`src/sv/ecq_pkg.sv`:
```
// ----------------------------------------------------------------------------
// ecq_pkg
// shared types, constants and floor helpers of the elevator call queue
// controller
// ----------------------------------------------------------------------------
package ecq_pkg;

    localparam int QUEUE_DEPTH_DEF = 8;

    localparam int CFG_W     = 10;
    localparam int CFG_IDX_W = 1;

    // register indexes on the configuration port
    localparam logic [CFG_IDX_W-1:0] CFG_DWELL = 1'b0;
    localparam logic [CFG_IDX_W-1:0] CFG_GAP   = 1'b1;

    // opcode of an input item
    localparam logic OP_TICK = 1'b0;
    localparam logic OP_CALL = 1'b1;

    localparam logic [8:0]       HOME_POS  = 9'd330;
    localparam logic [2:0]       HOME_FLR  = 3'd1;
    localparam logic [CFG_W-1:0] DWELL_RST = 10'd250;
    localparam logic [CFG_W-1:0] GAP_RST   = 10'd205;

    typedef enum logic [2:0] {
        PH_IDLE     = 3'd0,
        PH_MOVING   = 3'd1,
        PH_DWELL    = 3'd2,
        PH_GAP_NEXT = 3'd3,
        PH_GAP_PARK = 3'd4,
        PH_PARKING  = 3'd5
    } t_phase;

    typedef struct packed {
        logic [2:0] pickup;
        logic [2:0] dest;
    } t_call;

    typedef struct packed {
        logic  is_call;
        t_call call;
    } t_cmd;

    typedef struct packed {
        logic [8:0] car_position;
        t_phase     phase;
        logic [2:0] target_floor;
        logic [3:0] queue_count;
        logic       call_dropped;
    } t_result;

    // car position of a floor, floor 1 at the bottom of the shaft
    function automatic logic [8:0] floor_pos(input logic [2:0] f);
        logic [8:0] p;
        unique case (f)
            3'd0:    p = 9'd430;
            3'd1:    p = 9'd330;
            3'd2:    p = 9'd230;
            3'd3:    p = 9'd130;
            3'd4:    p = 9'd30;
            default: p = HOME_POS;
        endcase
        return p;
    endfunction

    function automatic logic [2:0] clamp_floor(input logic [2:0] f);
        logic [2:0] c;
        priority if (f == 3'd0) begin
            c = 3'd1;
        end else if (f > 3'd4) begin
            c = 3'd4;
        end else begin
            c = f;
        end
        return c;
    endfunction

endpackage

```
`src/sv/ecq_ram.sv`:
```
// ----------------------------------------------------------------------------
// ecq_ram
// generic single write port ram with one registered read port
// ----------------------------------------------------------------------------
module ecq_ram #(
    parameter int WIDTH = 6,
    parameter int DEPTH = 8
) (
    input  logic                     i_clk,
    input  logic                     i_we,
    input  logic [$clog2(DEPTH)-1:0] i_waddr,
    input  logic [WIDTH-1:0]         i_wdata,
    input  logic [$clog2(DEPTH)-1:0] i_raddr,
    output logic [WIDTH-1:0]         o_rdata
);

    logic [WIDTH-1:0] r_mem [DEPTH];
    logic [WIDTH-1:0] r_rdata;

    always_ff @(posedge i_clk) begin
        if (i_we) begin
            r_mem[i_waddr] <= i_wdata;
        end
        r_rdata <= r_mem[i_raddr];
    end

    assign o_rdata = r_rdata;

endmodule

```
`src/sv/ecq_fifo.sv`:
```
// ----------------------------------------------------------------------------
// ecq_fifo
// two-entry register queue used between the stages of the controller
// ----------------------------------------------------------------------------
module ecq_fifo #(
    parameter int WIDTH = 8
) (
    input  logic             i_clk,
    input  logic             i_rst_n,
    input  logic             i_push,
    output logic             o_full,
    input  logic [WIDTH-1:0] i_data,
    output logic             o_empty,
    input  logic             i_pop,
    output logic [WIDTH-1:0] o_data
);

    logic [WIDTH-1:0] r_data [2];
    logic             r_rd_ptr;
    logic             r_wr_ptr;
    logic [1:0]       r_cnt;
    logic             w_push;
    logic             w_pop;

    assign o_full  = (r_cnt == 2'd2);
    assign o_empty = (r_cnt == 2'd0);
    assign w_push  = i_push && !o_full;
    assign w_pop   = i_pop && !o_empty;
    assign o_data  = r_data[r_rd_ptr];

    always_ff @(posedge i_clk) begin
        if (!i_rst_n) begin
            r_rd_ptr <= 1'b0;
            r_wr_ptr <= 1'b0;
            r_cnt    <= 2'd0;
        end else begin
            if (w_push) begin
                r_wr_ptr <= !r_wr_ptr;
            end
            if (w_pop) begin
                r_rd_ptr <= !r_rd_ptr;
            end
            unique case ({w_push, w_pop})
                2'b10:   r_cnt <= r_cnt + 2'd1;
                2'b01:   r_cnt <= r_cnt - 2'd1;
                default: r_cnt <= r_cnt;
            endcase
        end
    end

    always_ff @(posedge i_clk) begin
        if (w_push) begin
            r_data[r_wr_ptr] <= i_data;
        end
    end

endmodule

```
`src/sv/ecq_front.sv`:
```
// ----------------------------------------------------------------------------
// ecq_front
// takes items, decodes the opcode and clamps floors, queues commands
// ----------------------------------------------------------------------------
module ecq_front (
    input  logic          i_clk,
    input  logic          i_rst_n,
    input  logic          i_push,
    output logic          o_full,
    input  logic          i_opcode,
    input  logic [2:0]    i_pickup_floor,
    input  logic [2:0]    i_dest_floor,
    output logic          o_cmd_valid,
    output ecq_pkg::t_cmd o_cmd,
    input  logic          i_cmd_pop
);

    import ecq_pkg::*;

    t_cmd w_cmd_in;
    logic w_empty;

    // out-of-range floors fold onto the nearest real floor
    always_comb begin
        w_cmd_in.is_call     = (i_opcode == OP_CALL);
        w_cmd_in.call.pickup = clamp_floor(i_pickup_floor);
        w_cmd_in.call.dest   = clamp_floor(i_dest_floor);
    end

    ecq_fifo #(
        .WIDTH($bits(t_cmd))
    ) u_cmd_q (
        .i_clk  (i_clk),
        .i_rst_n(i_rst_n),
        .i_push (i_push),
        .o_full (o_full),
        .i_data (w_cmd_in),
        .o_empty(w_empty),
        .i_pop  (i_cmd_pop),
        .o_data (o_cmd)
    );

    assign o_cmd_valid = !w_empty;

endmodule

```
`src/sv/ecq_back.sv`:
```
// ----------------------------------------------------------------------------
// ecq_back
// car engine: call queue, position, phase sequencer and wait timer
// ----------------------------------------------------------------------------
module ecq_back #(
    parameter int QUEUE_DEPTH = ecq_pkg::QUEUE_DEPTH_DEF
) (
    input  logic                          i_clk,
    input  logic                          i_rst_n,
    input  logic                          i_cfg_wr_en,
    input  logic [ecq_pkg::CFG_IDX_W-1:0] i_cfg_addr,
    input  logic [ecq_pkg::CFG_W-1:0]     i_cfg_wdata,
    input  logic                          i_cmd_valid,
    input  ecq_pkg::t_cmd                 i_cmd,
    output logic                          o_cmd_pop,
    input  logic                          i_res_full,
    output logic                          o_res_push,
    output ecq_pkg::t_result              o_res
);

    import ecq_pkg::*;

    localparam int PW = $clog2(QUEUE_DEPTH);
    localparam int CW = $clog2(QUEUE_DEPTH + 1);
    localparam logic [CW-1:0] CNT_MAX  = CW'(QUEUE_DEPTH);
    localparam logic [PW-1:0] PTR_LAST = PW'(QUEUE_DEPTH - 1);

    logic [CFG_W-1:0] r_dwell;
    logic [CFG_W-1:0] r_gap;
    logic [8:0]       r_pos,      n_pos;
    t_phase           r_phase,    n_phase;
    logic [2:0]       r_heading,  n_heading;
    logic [CFG_W-1:0] r_wait,     n_wait;
    logic [CW-1:0]    r_count,    n_count;
    logic [PW-1:0]    r_head_ptr, n_head_ptr;
    logic [PW-1:0]    r_tail_ptr, n_tail_ptr;
    t_call            r_head,     n_head;
    logic             r_head_pend, n_head_pend;

    logic             w_fire;
    logic             w_ram_we;
    logic [5:0]       w_ram_rdata;
    t_call            w_head;
    logic [8:0]       w_goal;
    logic [8:0]       w_step_pos;
    logic             w_at_goal;
    logic             w_at_dest;
    logic [CFG_W:0]   w_wait_nxt;
    logic             w_dwell_done;
    logic             w_gap_done;
    logic [CW-1:0]    w_cnt_dec;
    logic             w_push_ok;
    logic             w_call_start;
    logic [2:0]       w_svc_heading;
    logic [2:0]       w_new_heading;
    logic             w_dropped;

    function automatic logic [PW-1:0] ptr_inc(input logic [PW-1:0] p);
        return (p == PTR_LAST) ? '0 : p + PW'(1);
    endfunction

    assign w_fire     = i_cmd_valid && !i_res_full;
    assign o_cmd_pop  = w_fire;
    assign o_res_push = w_fire;

    // the head entry comes from the ram once a call has left the queue,
    // from the bypass register after a call into an empty queue
    assign w_head = r_head_pend ? t_call'(w_ram_rdata) : r_head;

    assign w_goal     = (r_phase == PH_PARKING) ? HOME_POS : floor_pos(r_heading);
    assign w_step_pos = (r_pos > w_goal) ? r_pos - 9'd1 :
                        (r_pos < w_goal) ? r_pos + 9'd1 : r_pos;
    assign w_at_goal  = (w_step_pos == w_goal);
    assign w_at_dest  = (w_step_pos == floor_pos(w_head.dest));

    assign w_wait_nxt   = {1'b0, r_wait} + (CFG_W + 1)'(1);
    assign w_dwell_done = (w_wait_nxt >= {1'b0, r_dwell});
    assign w_gap_done   = (w_wait_nxt >= {1'b0, r_gap});

    assign w_cnt_dec    = (r_count != '0) ? r_count - CW'(1) : r_count;
    assign w_push_ok    = (r_count < CNT_MAX);
    assign w_call_start = w_push_ok && (r_count == '0);

    assign w_svc_heading = (r_pos == floor_pos(w_head.pickup)) ? w_head.dest
                                                               : w_head.pickup;
    assign w_new_heading = (r_pos == floor_pos(i_cmd.call.pickup)) ? i_cmd.call.dest
                                                                   : i_cmd.call.pickup;

    // phase sequencer, next state
    always_comb begin
        n_phase = r_phase;
        if (w_fire) begin
            if (i_cmd.is_call) begin
                if (w_call_start) begin
                    n_phase = PH_MOVING;
                end
            end else begin
                unique case (r_phase)
                    PH_IDLE: begin
                        n_phase = PH_IDLE;
                    end
                    PH_MOVING: begin
                        if (w_at_goal) begin
                            if (w_at_dest) begin
                                n_phase = (w_cnt_dec != '0) ? PH_GAP_NEXT : PH_GAP_PARK;
                            end else begin
                                n_phase = PH_DWELL;
                            end
                        end
                    end
                    PH_DWELL: begin
                        if (w_dwell_done) begin
                            n_phase = PH_MOVING;
                        end
                    end
                    PH_GAP_NEXT: begin
                        if (w_gap_done) begin
                            n_phase = PH_MOVING;
                        end
                    end
                    PH_GAP_PARK: begin
                        if (w_gap_done) begin
                            n_phase = PH_PARKING;
                        end
                    end
                    PH_PARKING: begin
                        if (w_at_goal) begin
                            n_phase = PH_IDLE;
                        end
                    end
                    default: begin
                        n_phase = PH_IDLE;
                    end
                endcase
            end
        end
    end

    // datapath updates
    always_comb begin
        n_pos       = r_pos;
        n_heading   = r_heading;
        n_wait      = r_wait;
        n_count     = r_count;
        n_head_ptr  = r_head_ptr;
        n_tail_ptr  = r_tail_ptr;
        n_head      = r_head;
        n_head_pend = r_head_pend;
        w_ram_we    = 1'b0;
        w_dropped   = 1'b0;
        if (w_fire) begin
            if (i_cmd.is_call) begin
                if (!w_push_ok) begin
                    w_dropped = 1'b1;
                end else begin
                    w_ram_we   = 1'b1;
                    n_tail_ptr = ptr_inc(r_tail_ptr);
                    n_count    = r_count + CW'(1);
                    if (w_call_start) begin
                        n_head      = i_cmd.call;
                        n_head_pend = 1'b0;
                        n_heading   = w_new_heading;
                        n_wait      = '0;
                    end
                end
            end else begin
                unique case (r_phase)
                    PH_IDLE: begin
                        n_pos = r_pos;
                    end
                    PH_MOVING: begin
                        n_pos = w_step_pos;
                        if (w_at_goal) begin
                            n_wait = '0;
                            if (w_at_dest) begin
                                n_count   = w_cnt_dec;
                                n_heading = 3'd0;
                                if (r_count != '0) begin
                                    n_head_ptr  = ptr_inc(r_head_ptr);
                                    n_head_pend = 1'b1;
                                end
                            end
                        end
                    end
                    PH_DWELL: begin
                        if (w_dwell_done) begin
                            n_wait    = '0;
                            n_heading = w_head.dest;
                        end else begin
                            n_wait = w_wait_nxt[CFG_W-1:0];
                        end
                    end
                    PH_GAP_NEXT: begin
                        if (w_gap_done) begin
                            n_wait    = '0;
                            n_heading = w_svc_heading;
                        end else begin
                            n_wait = w_wait_nxt[CFG_W-1:0];
                        end
                    end
                    PH_GAP_PARK: begin
                        if (w_gap_done) begin
                            n_wait    = '0;
                            n_heading = HOME_FLR;
                        end else begin
                            n_wait = w_wait_nxt[CFG_W-1:0];
                        end
                    end
                    PH_PARKING: begin
                        n_pos = w_step_pos;
                        if (w_at_goal) begin
                            n_heading = 3'd0;
                        end
                    end
                    default: begin
                        n_pos = r_pos;
                    end
                endcase
            end
        end
    end

    always_comb begin
        o_res.car_position = n_pos;
        o_res.phase        = n_phase;
        o_res.target_floor = n_heading;
        o_res.queue_count  = 4'(n_count);
        o_res.call_dropped = w_dropped;
    end

    always_ff @(posedge i_clk) begin
        if (!i_rst_n) begin
            r_dwell     <= DWELL_RST;
            r_gap       <= GAP_RST;
            r_pos       <= HOME_POS;
            r_phase     <= PH_IDLE;
            r_heading   <= 3'd0;
            r_wait      <= '0;
            r_count     <= '0;
            r_head_ptr  <= '0;
            r_tail_ptr  <= '0;
            r_head_pend <= 1'b0;
        end else begin
            if (i_cfg_wr_en) begin
                unique case (i_cfg_addr)
                    CFG_DWELL: r_dwell <= i_cfg_wdata;
                    CFG_GAP:   r_gap   <= i_cfg_wdata;
                endcase
            end
            r_pos       <= n_pos;
            r_phase     <= n_phase;
            r_heading   <= n_heading;
            r_wait      <= n_wait;
            r_count     <= n_count;
            r_head_ptr  <= n_head_ptr;
            r_tail_ptr  <= n_tail_ptr;
            r_head_pend <= n_head_pend;
        end
    end

    always_ff @(posedge i_clk) begin
        r_head <= n_head;
    end

    // read address follows the next head, so the registered read data holds the entry of the current head pointer
    ecq_ram #(
        .WIDTH($bits(t_call)),
        .DEPTH(QUEUE_DEPTH)
    ) u_call_ram (
        .i_clk  (i_clk),
        .i_we   (w_ram_we),
        .i_waddr(r_tail_ptr),
        .i_wdata(i_cmd.call),
        .i_raddr(n_head_ptr),
        .o_rdata(w_ram_rdata)
    );

endmodule

```
`src/sv/elevator_call_queue_controller.sv`:
```
// ----------------------------------------------------------------------------
// elevator_call_queue_controller
// four-floor car controller with a call queue, one result item per item
// ----------------------------------------------------------------------------
// input channel: push / full, with opcode, pickup_floor and dest_floor. an
//   opcode of tick advances the car by one time step, a call opcode queues a
//   call (pickup, destination); a call that meets a full queue is refused
// result channel: empty / pop. every input item yields exactly one result
//   item: car position, phase, target floor, queue count and the dropped flag
// configuration: i_cfg_wr_en, i_cfg_addr, i_cfg_wdata; index 0 is the dwell
//   time at the pickup floor, index 1 the gap after a trip, both in ticks
// throughput: one item per cycle while the result buffer has room; the back
//   end updates position, phase, timer and call ram head/tail in one step
// an accepted item passes the command queue, then the back end, into the
//   result buffer, from which the receiver pops its result.
// the front end holds up to two decoded items and the result buffer two
//   results; when pop is held low the result buffer fills, the back end stops
//   and then full rises once the command queue is full as well
// reset: car parked at floor 1 and idle, queues empty, dwell 250 and gap 205
//   ticks; the call ram needs no clearing pass, items are taken right away
// ----------------------------------------------------------------------------
module elevator_call_queue_controller #(
    parameter int QUEUE_DEPTH = ecq_pkg::QUEUE_DEPTH_DEF
) (
    input  logic                          i_clk,
    input  logic                          i_rst_n,
    // configuration writes
    input  logic                          i_cfg_wr_en,
    input  logic [ecq_pkg::CFG_IDX_W-1:0] i_cfg_addr,
    input  logic [ecq_pkg::CFG_W-1:0]     i_cfg_wdata,
    // input items
    input  logic                          push,
    output logic                          full,
    input  logic                          i_opcode,
    input  logic [2:0]                    i_pickup_floor,
    input  logic [2:0]                    i_dest_floor,
    // result items
    output logic                          empty,
    input  logic                          pop,
    output logic [8:0]                    o_car_position,
    output logic [2:0]                    o_phase,
    output logic [2:0]                    o_target_floor,
    output logic [3:0]                    o_queue_count,
    output logic                          o_call_dropped
);

    import ecq_pkg::*;

    logic    w_cmd_valid;
    t_cmd    w_cmd;
    logic    w_cmd_pop;
    logic    w_res_full;
    logic    w_res_push;
    t_result w_res;
    t_result w_res_out;

    // front end: decode and clamp, two-entry command queue
    ecq_front u_front (
        .i_clk         (i_clk),
        .i_rst_n       (i_rst_n),
        .i_push        (push),
        .o_full        (full),
        .i_opcode      (i_opcode),
        .i_pickup_floor(i_pickup_floor),
        .i_dest_floor  (i_dest_floor),
        .o_cmd_valid   (w_cmd_valid),
        .o_cmd         (w_cmd),
        .i_cmd_pop     (w_cmd_pop)
    );

    // back end: call queue and car state, one command a cycle while the result buffer has room
    ecq_back #(
        .QUEUE_DEPTH(QUEUE_DEPTH)
    ) u_back (
        .i_clk      (i_clk),
        .i_rst_n    (i_rst_n),
        .i_cfg_wr_en(i_cfg_wr_en),
        .i_cfg_addr (i_cfg_addr),
        .i_cfg_wdata(i_cfg_wdata),
        .i_cmd_valid(w_cmd_valid),
        .i_cmd      (w_cmd),
        .o_cmd_pop  (w_cmd_pop),
        .i_res_full (w_res_full),
        .o_res_push (w_res_push),
        .o_res      (w_res)
    );

    // result buffer decouples the receiver from the car update
    ecq_fifo #(
        .WIDTH($bits(t_result))
    ) u_res_q (
        .i_clk  (i_clk),
        .i_rst_n(i_rst_n),
        .i_push (w_res_push),
        .o_full (w_res_full),
        .i_data (w_res),
        .o_empty(empty),
        .i_pop  (pop),
        .o_data (w_res_out)
    );

    assign o_car_position = w_res_out.car_position;
    assign o_phase        = w_res_out.phase;
    assign o_target_floor = w_res_out.target_floor;
    assign o_queue_count  = w_res_out.queue_count;
    assign o_call_dropped = w_res_out.call_dropped;

    // a tick never reports a refused call
    a_tick_not_dropped: assert property (@(posedge i_clk) disable iff (!i_rst_n)
        (w_res_push && !w_cmd.is_call) |-> !w_res.call_dropped)
        else $error("tick item flagged as dropped call");

    // a refused call only happens with the queue at its depth
    a_drop_when_full: assert property (@(posedge i_clk) disable iff (!i_rst_n)
        (w_res_push && w_res.call_dropped) |-> (w_res.queue_count == 4'(QUEUE_DEPTH)))
        else $error("call dropped while queue had room");

    // an idle car stands at floor 1 with no target
    a_idle_home: assert property (@(posedge i_clk) disable iff (!i_rst_n)
        (w_res_push && w_res.phase == PH_IDLE) |->
        (w_res.car_position == HOME_POS && w_res.target_floor == 3'd0))
        else $error("idle car away from home or with a target");

    // the car only moves on a call that is still held
    a_moving_has_call: assert property (@(posedge i_clk) disable iff (!i_rst_n)
        (w_res_push && w_res.phase == PH_MOVING) |-> (w_res.queue_count != 4'd0))
        else $error("car moving with an empty call queue");

endmodule

```
`config.mk`:
```
export PLATFORM = sky130hd
export DESIGN_NAME = elevator_call_queue_controller
export DESIGN_NICKNAME = d
export VERILOG_FILES = /design/src/sv/ecq_pkg.sv /design/src/sv/ecq_ram.sv /design/src/sv/ecq_fifo.sv /design/src/sv/ecq_front.sv /design/src/sv/ecq_back.sv /design/src/sv/elevator_call_queue_controller.sv
export SDC_FILE = /design/constraint.sdc
export NUM_CORES = 1
export LEC_CHECK = 0
export BUFFER_PORTS_ARGS = -buffer_cell sky130_fd_sc_hd__buf_2
export CORE_AREA = 3 3 146 148
export CTS_CLUSTER_DIAMETER = 50
export DETAILED_ROUTE_END_ITERATION = 8
export DIE_AREA = 0 0 149 151
export MAX_ROUTING_LAYER = met4
export PLACE_DENSITY = 0.76
export SYNTH_ARGS = -nofsm -noshare
export SYNTH_HDL_FRONTEND = slang
export SYNTH_SLANG_ARGS = --single-unit
```
`constraint.sdc`:
```
create_clock -name i_clk -period 5.2 [get_ports i_clk]
set_clock_uncertainty 0.2 [all_clocks]
set_input_delay 1.04 -clock i_clk [delete_from_list [all_inputs] [get_ports i_clk]]
set_output_delay 1.04 -clock i_clk [all_outputs]
set_load 0.02 [all_outputs]
```
# Yosys cells after proc, flatten, opt, wreduce, memory -nomap -nowiden
# Memory sizes are Yosys's and may differ from the RTL's. A register that Yosys moved wholly into a read port is not among the register bits.
# Index checks and enable logic that the tools add are counted.
[classes]
addsub = 11
n_mul = 0
n_div = 0
n_lt_le_gt_ge = 7
eq_ne = 32
shift = 0
n_mux = 86
bitwise = 1
n_reduce_logical = 40
[op_table]
columns = ["op", "n"]
rows = [
  ["9-bit case mux with 4 select lines", 4],
  ["3-bit two-way mux", 34],
  ["10-bit two-way mux", 6],
  ["9-bit two-way mux", 6],
  ["9-bit == test", 4],
  ["3-bit by 2-bit == test with 1-bit output, second input constant", 10],
  ["10-bit case mux with 3 select lines", 1],
  ["3-bit case mux with 5 select lines", 2],
  ["4-bit two-way mux", 7],
  ["3-bit == test, second input constant", 8],
  ["1-bit two-way mux", 23],
  ["11-bit by 10-bit greater-or-equal comparator with 1-bit output", 2],
  ["3-bit zero test", 6],
  ["2-bit nonzero test", 6],
  ["4-bit nonzero test", 3],
  ["10-bit by 1-bit adder with 11-bit output, second input constant", 1],
  ["9-bit by 1-bit adder with 9-bit output, second input constant", 1],
  ["9-bit greater-than comparator", 1],
  ["9-bit < comparator", 1],
  ["9-bit by 1-bit subtractor with 9-bit output, second input constant", 1],
  ["2-bit == test, second input constant", 4],
  ["1-bit zero test", 8],
  ["2-bit case mux with 2 select lines", 2],
  ["7-bit AND reduction", 1],
  ["other kinds (21)", 35],
]
[word_totals]
ff_bits = 70
latch_bits = 0
mem_bits_rw = 102
romBits = 0
input_bits = 23
output_inout_bits = 22
wordCells = 198
mem_count = 3
[memory_table]
columns = ["name", "words", "width", "read_ports", "rd_clocked_by_memory_dff", "wr", "line", "text"]
rows = [
  ["u_back.u_call_ram.r_mem", 8, 6, 1, 1, 1, "ecq_ram.sv:17", "logic [WIDTH-1:0] r_mem [DEPTH];"],
  ["u_res_q.r_data", 2, 20, 1, 1, 1, "ecq_fifo.sv:18", "logic [WIDTH-1:0] r_data [2];"],
  ["u_front.u_cmd_q.r_data", 2, 7, 1, 1, 1, "ecq_fifo.sv:18", ""],
]

# Longest topological paths before layout
[depth]
depth_word = 12
ltp_mapped = 19
mapped_depth_nobuf = 16

# Cells and area by module
# A second synthesis with hierarchy kept.
[hier_totals]
cells_unflattened = 920
hier_area_um2 = 9885.7
[modules_own_cells]
columns = ["mod", "instances", "cells_each", "area_each_um2", "seq_area_each_um2"]
rows = [
  ["ecq_back", 1, 686, 5418.9, 1301.2],
  ["ecq_ram", 1, 88, 2021.9, 1561.5],
  ["ecq_fifo (u_res_q)", 1, 88, 1672.9, 1301.2],
  ["ecq_fifo (u_front.u_cmd_q)", 1, 49, 730.7, 520.5],
  ["ecq_front", 1, 9, 41.3, 0.0],
]

# Worst setup path after synthesis
# Ideal clock, no wire load.
[synth_timing]
kind = "reg2reg"
from = "register u_back.r_phase[1]"
to = "register u_back.u_call_ram.r_rdata[0], in the netlist u_back.u_call_ram.o_rdata[0], read port of u_back.u_call_ram.r_mem"
setup_time_ns = 0.112
arrival_time_ns = 3.988
required_ns = 4.888
slack_ns = 0.900
path_stages_with_launch = 18
n_path_buf = 1
period_less_slack_ns = 4.300
path_cell_list = "dfxtp_1 -> nand2b_2 -> nor2_1 -> a211oi_1 -> inv_1 -> ha_1 -> and4_1 -> buf_6 -> and3_4 -> nand3_1 -> and4_1 -> o221ai_1 -> o41ai_2 -> a311o_2 -> nand4_4 -> mux2i_4 -> mux2i_1 -> a2111oi_1"
[synth_via]
elab_chain_cells = 11
elab_cells_between_ends = 14
cone_classes = "2 x order compare; 4 x eq/ne; 8 x mux"
[synth_lines]
columns = ["item", "line", "text"]
rows = [
  ["from (decl)", "ecq_back.sv:31", "t_phase r_phase, n_phase;"],
  ["from (signal assigned)", "ecq_back.sv:251", "r_phase <= n_phase;"],
  ["3-bit == test", "ecq_back.sv:70", "assign w_goal = (r_phase == PH_PARKING) ? HOME_POS : floor_pos(r_heading);"],
  ["9-bit two-way mux", "ecq_back.sv:70", ""],
  ["9-bit < comparator", "ecq_back.sv:72", "(r_pos < w_goal) ? r_pos + 9'd1 : r_pos;"],
  ["9-bit two-way mux", "ecq_back.sv:72", ""],
  ["9-bit two-way mux", "ecq_back.sv:71", "assign w_step_pos = (r_pos > w_goal) ? r_pos - 9'd1 :"],
  ["9-bit == test", "ecq_back.sv:74", "assign w_at_dest = (w_step_pos == floor_pos(w_head.dest));"],
  ["3-bit two-way mux", "ecq_back.sv:175", "if (w_at_dest) begin"],
  ["3-bit two-way mux", "ecq_back.sv:173", "if (w_at_goal) begin"],
  ["3-bit two-way mux (*)", "ecq_back.sv:167", "unique case (r_phase)"],
  ["3-bit two-way mux (*)", "ecq_back.sv:152", "if (i_cmd.is_call) begin"],
  ["3-bit two-way mux (*)", "ecq_back.sv:151", "if (w_fire) begin"],
  ["to (decl)", "ecq_ram.sv:18", "logic [WIDTH-1:0] r_rdata;"],
]
# Mark *: on every way between the ends. The rest lies on a longest branch, timed or not.
# A chain may end at the register's enable or synchronous reset.

# Worst setup path in the final report
[layout_timing]
from = "register u_back.r_phase[1]"
to = "register u_back.u_call_ram.r_rdata[2], in the netlist u_back.u_call_ram.o_rdata[2], read port of u_back.u_call_ram.r_mem"
# Same word-level chain as after synthesis.

==> impl_metrics.csv <==
group,metric,value,unit
finish,multiInputGateArea,0.005055,mm^2
finish,antenna_cells,0,
pwr,int_power,3.192,mW
min_path,min_from,"u_back.r_dwell[2]",
synth,synth.area.top_cells,"sky130_fd_sc_hd__edfxtp_1 32%, sky130_fd_sc_hd__dfxtp_1 14%, sky130_fd_sc_hd__nand2_1 5.2%",
synth,synth_edf_count,108,
setup_path,rr_worst_depth,18,
clock_network,clk_transition_reported_paths,70,ps
drt,post-route-drc-count,0,
clock_network,cts_tree,"built",
global_route,grt-ovfl-total,0,
placement,port_buffers,44,
synth,share_of_synthesized_flip_flops_with_an_asynchronous_set_or_reset,0,%
floorplan,dieArea,0.02250,mm^2
clock_network,tritoncts.num_buffers,17,
sta,final-setup-viol-count,0,
global_route,grt_pass1_vias,7446,
synth,synthesis.area,0.01000,mm^2
synth,yosys_register_bits,180,
pwr,power_switching_share,35.20,%
drt,drt_wl_total,23.56,mm
sta,final_hold_vios,0,
placement,gp_congestion,0.9301,
sta,achievable-frequency,202.4,MHz
sta,timing.max_slew.rel_slack,30.44,%
pwr,seq_power_share,39.8,%
floorplan,site_rows,52,
synth,yosysUniqueCellTypes,83,
floorplan,floorplan.core_area,0.02017,mm^2
drt,per_cell_via_count_in_the_routed_design,5.768,
finish,final_nets,1130,
drt,firstDrtPassIters,7,
finish,fin_area,0.01124,mm^2
placement,dpl_cell_area,0.01050,mm^2
min_path,worstHoldPathType,"flip-flop to flip-flop",
setup_path,worst-r2r-setup-slack,260,ps
setup_path,worst_r2r_endpoint,"u_back.u_call_ram.o_rdata[2]",
clock_network,clock_latency,430,ps
synth,synth_area_per_cell,9.740,um^2
synth,syn-instance-count,1027,
drt,ant_nets,0,
finish,layout-area-overhead-vs-synth,12.36,%
setup_path,r2r_start,"u_back.r_phase[1]",
sta,worst_slew_pin_slew,1036,ps
floorplan,floorplan.initialDensity,49.60,%
min_path,hold-path-endpoint,"u_back.r_dwell[2]",
setup_path,cp.required,5320,ps
global_route,initial_antenna_violation_count,0,
placement,placed_cells_incl_taps,1312,
global_route,grt_pass1_wl,37.47,mm
synth,synth.largest_area_cell,"sky130_fd_sc_hd__edfxtp_1",
job,maxCapViolCount,0,
clock_network,h-tree-depth,4,
pwr,power.leakage,4.288,nW
synth,synth_sequential_area_ratio,46.83,%
sta,finalCriticalPeriod,4940,ps
pwr,power.share.clock,26.1,%
floorplan,die_y,151,um
sta,fin_tns_setup,0,ps
finish,fin_cells,1351,
drt,vias,7793,
finish,fillerInstances,1750,
pwr,peakVddDrop,252.8,uV
floorplan,top_level_ports,45,
pwr,power.share.combinational,34.2,%
setup_path,timing_worst_setup_path_type,"flip-flop to flip-flop",
placement,place_hpwl,16.50,mm
finish,regArea,0.004684,mm^2
pwr,switching_power,1.734,mW
synth,synthesis.nets,1089,
floorplan,die_width,149,um
finish,finalCoreUtilization,55.73,%
sta,pins_over_their_slew_limit,0,
setup_path,start_kind,"flip-flop",
drt,route.detailed.wl_per_inst,17.44,um
clock_network,clock_sink_count,180,
pwr,fin_total_pwr,4.926,mW
sta,post-route-period-util,95.00,%
sta,rsz0062_at_grt,"false",
setup_path,data_arrival_critical_path,5060,ps
global_route,grt_max_degree,40,
clock_network,clk_root_buffer_cell,"sky130_fd_sc_hd__clkbuf_16",
outcome,outcome,"finished clean",
pwr,p_per_area,438.2,mW/mm^2
synth,synth.top_cell.area_share,32.42,%
synth,synth_flop_cell,"sky130_fd_sc_hd__edfxtp_1",
setup_path,largest_driver_fanout_on_the_critical_path,11,
min_path,timing.hold.worst_path_depth,2,
clock_network,cts_buffer_depth,2,
setup_path,worst_setup_path_end_kind,"flip-flop",
global_route,grt_usage,21.35,%
synth,synth_warnings,0,
drt,initialDrtViolationCount,848,
finish,drive_gt1_share,16.10,%
## timing repair
action / in CTS / in global routing
gates resized for setup: 0 / 16
endpoints found under the setup margin: 0 / 11
setup buffers: 0 / 6
hold buffers: 0 / 0
## synthesized netlist by cell type (32+ instances only)
| cell type | count |
|---|---|
| sky130_fd_sc_hd__a21oi_1 | 72 |
| sky130_fd_sc_hd__clkbuf_1 | 35 |
| sky130_fd_sc_hd__dfxtp_1 | 72 |
| sky130_fd_sc_hd__edfxtp_1 | 108 |
| sky130_fd_sc_hd__ha_1 | 39 |
| sky130_fd_sc_hd__inv_1 | 41 |
| sky130_fd_sc_hd__mux2_2 | 32 |
| sky130_fd_sc_hd__nand2_1 | 138 |
| sky130_fd_sc_hd__nand3_1 | 36 |
| sky130_fd_sc_hd__nor2_1 | 76 |
| sky130_fd_sc_hd__nor3_1 | 39 |
## area by class of cell
| cell class | instances | share of cell area, % |
|---|---|---|
| Inverter | 44 | 1.469 |
| Timing Repair Buffer | 65 | 3.507 |
| Clock inverter | 7 | 0.4898 |
| Tap cell | 270 | 3.006 |
| Clock buffer | 25 | 4.876 |
| Sequential cell | 180 | 41.68 |
| Multi-Input combinational cell | 760 | 44.97 |
## kinds of logic after synthesis
logic type,synth area share [%]
mux,6.929
simple gates,19.37
fa+ha+maj,4.878
buf+inv,3.440
xor+xnor,3.690
flops,46.83
compound gates,14.86
## per-layer routing
metal	global-route usage, %	share of wire [%]
met1	27.83	45
met2	35.08	48
met3	3.531	5.1
met4	5.446	1.9
met5	-	0
## registers in the layout (all words and copies together) (netlist names), 4 cells and up, named ones only
signal	flops
u_back.r_gap	10
u_back.r_wait	10
u_front.u_cmd_q.r_data	14
u_back.u_call_ram.o_rdata	6
u_back.u_call_ram.r_mem	48
u_res_q.r_data	40
u_back.r_count	4
u_back.r_pos	9
u_back.r_head	6
u_back.r_dwell	10
## cell usage in the layout (no fill, tap or decap), types with 11 or more instances in the layout
master and instances:
sky130_fd_sc_hd__mux2_2 32, sky130_fd_sc_hd__buf_2 44, sky130_fd_sc_hd__and2_1 11, sky130_fd_sc_hd__ha_1 39
sky130_fd_sc_hd__a21oi_1 72, sky130_fd_sc_hd__a21boi_0 18, sky130_fd_sc_hd__dfxtp_1 72, sky130_fd_sc_hd__edfxtp_1 108
sky130_fd_sc_hd__nor2_1 73, sky130_fd_sc_hd__nand3_1 36, sky130_fd_sc_hd__o211ai_1 17, sky130_fd_sc_hd__nand2_1 138
sky130_fd_sc_hd__inv_1 40, sky130_fd_sc_hd__clkbuf_16 19, sky130_fd_sc_hd__mux2i_1 28, sky130_fd_sc_hd__buf_4 19
sky130_fd_sc_hd__nand2b_1 27, sky130_fd_sc_hd__xnor2_1 26, sky130_fd_sc_hd__nor3_1 39, sky130_fd_sc_hd__o21ai_0 30
## worst max-delay path by stage
stage	depth (start not counted)	from	endpoint
finish	18	u_back.r_phase[1]	u_back.u_call_ram.o_rdata[2]
global route	17	u_back.r_phase[2]	u_back.u_call_ram.o_rdata[1]
CTS	16	u_back.r_phase[2]	u_back.u_call_ram.o_rdata[3]
detailed placement	16	u_back.r_phase[2]	u_back.u_call_ram.o_rdata[3]
global placement	16	u_back.r_phase[2]	u_back.u_call_ram.o_rdata[2]
floorplan	17	u_back.r_phase[1]	u_back.u_call_ram.o_rdata[0]
## worst max-delay path: stages, from the launching register on
cell and delay [ps]:
sky130_fd_sc_hd__dfxtp_1 420, sky130_fd_sc_hd__nand2b_2 230, sky130_fd_sc_hd__nor2_2 90, sky130_fd_sc_hd__a211oi_2 260, sky130_fd_sc_hd__inv_1 130, sky130_fd_sc_hd__ha_1 330
sky130_fd_sc_hd__and4_2 320, sky130_fd_sc_hd__and3_4 220, sky130_fd_sc_hd__nand3_1 150, sky130_fd_sc_hd__and4_1 300, sky130_fd_sc_hd__o221ai_1 260, sky130_fd_sc_hd__o41ai_2 120
sky130_fd_sc_hd__a311o_2 480, sky130_fd_sc_hd__nand4_4 130, sky130_fd_sc_hd__buf_12 160, sky130_fd_sc_hd__mux2i_4 370, sky130_fd_sc_hd__buf_4 190, sky130_fd_sc_hd__mux2i_1 70
sky130_fd_sc_hd__a2111oi_1 380
## power by group through the flow
stage / Sequential, mW / Clock [mW] / Combinational [mW]
floorplan: 1.92 / 0 / 1.22
global placement: 1.98 / 0 / 1.57
detailed placement: 1.99 / 0 / 1.60
CTS: 1.96 / 1.29 / 1.61
global route: 1.98 / 1.35 / 1.84
finish: 1.96 / 1.28 / 1.68
## metrics by stage
stage / setup WS (ps) / hold slack (ps)
global placement: 379.5 / 245.8
floorplan: 899.5 / 236.3
global route: 7.275 / 283.3
finish: 260.2 / 257.0
CTS: 89.06 / 261.0
detailed placement: 154.5 / 251.7
Power figures use the tool's default switching activity.
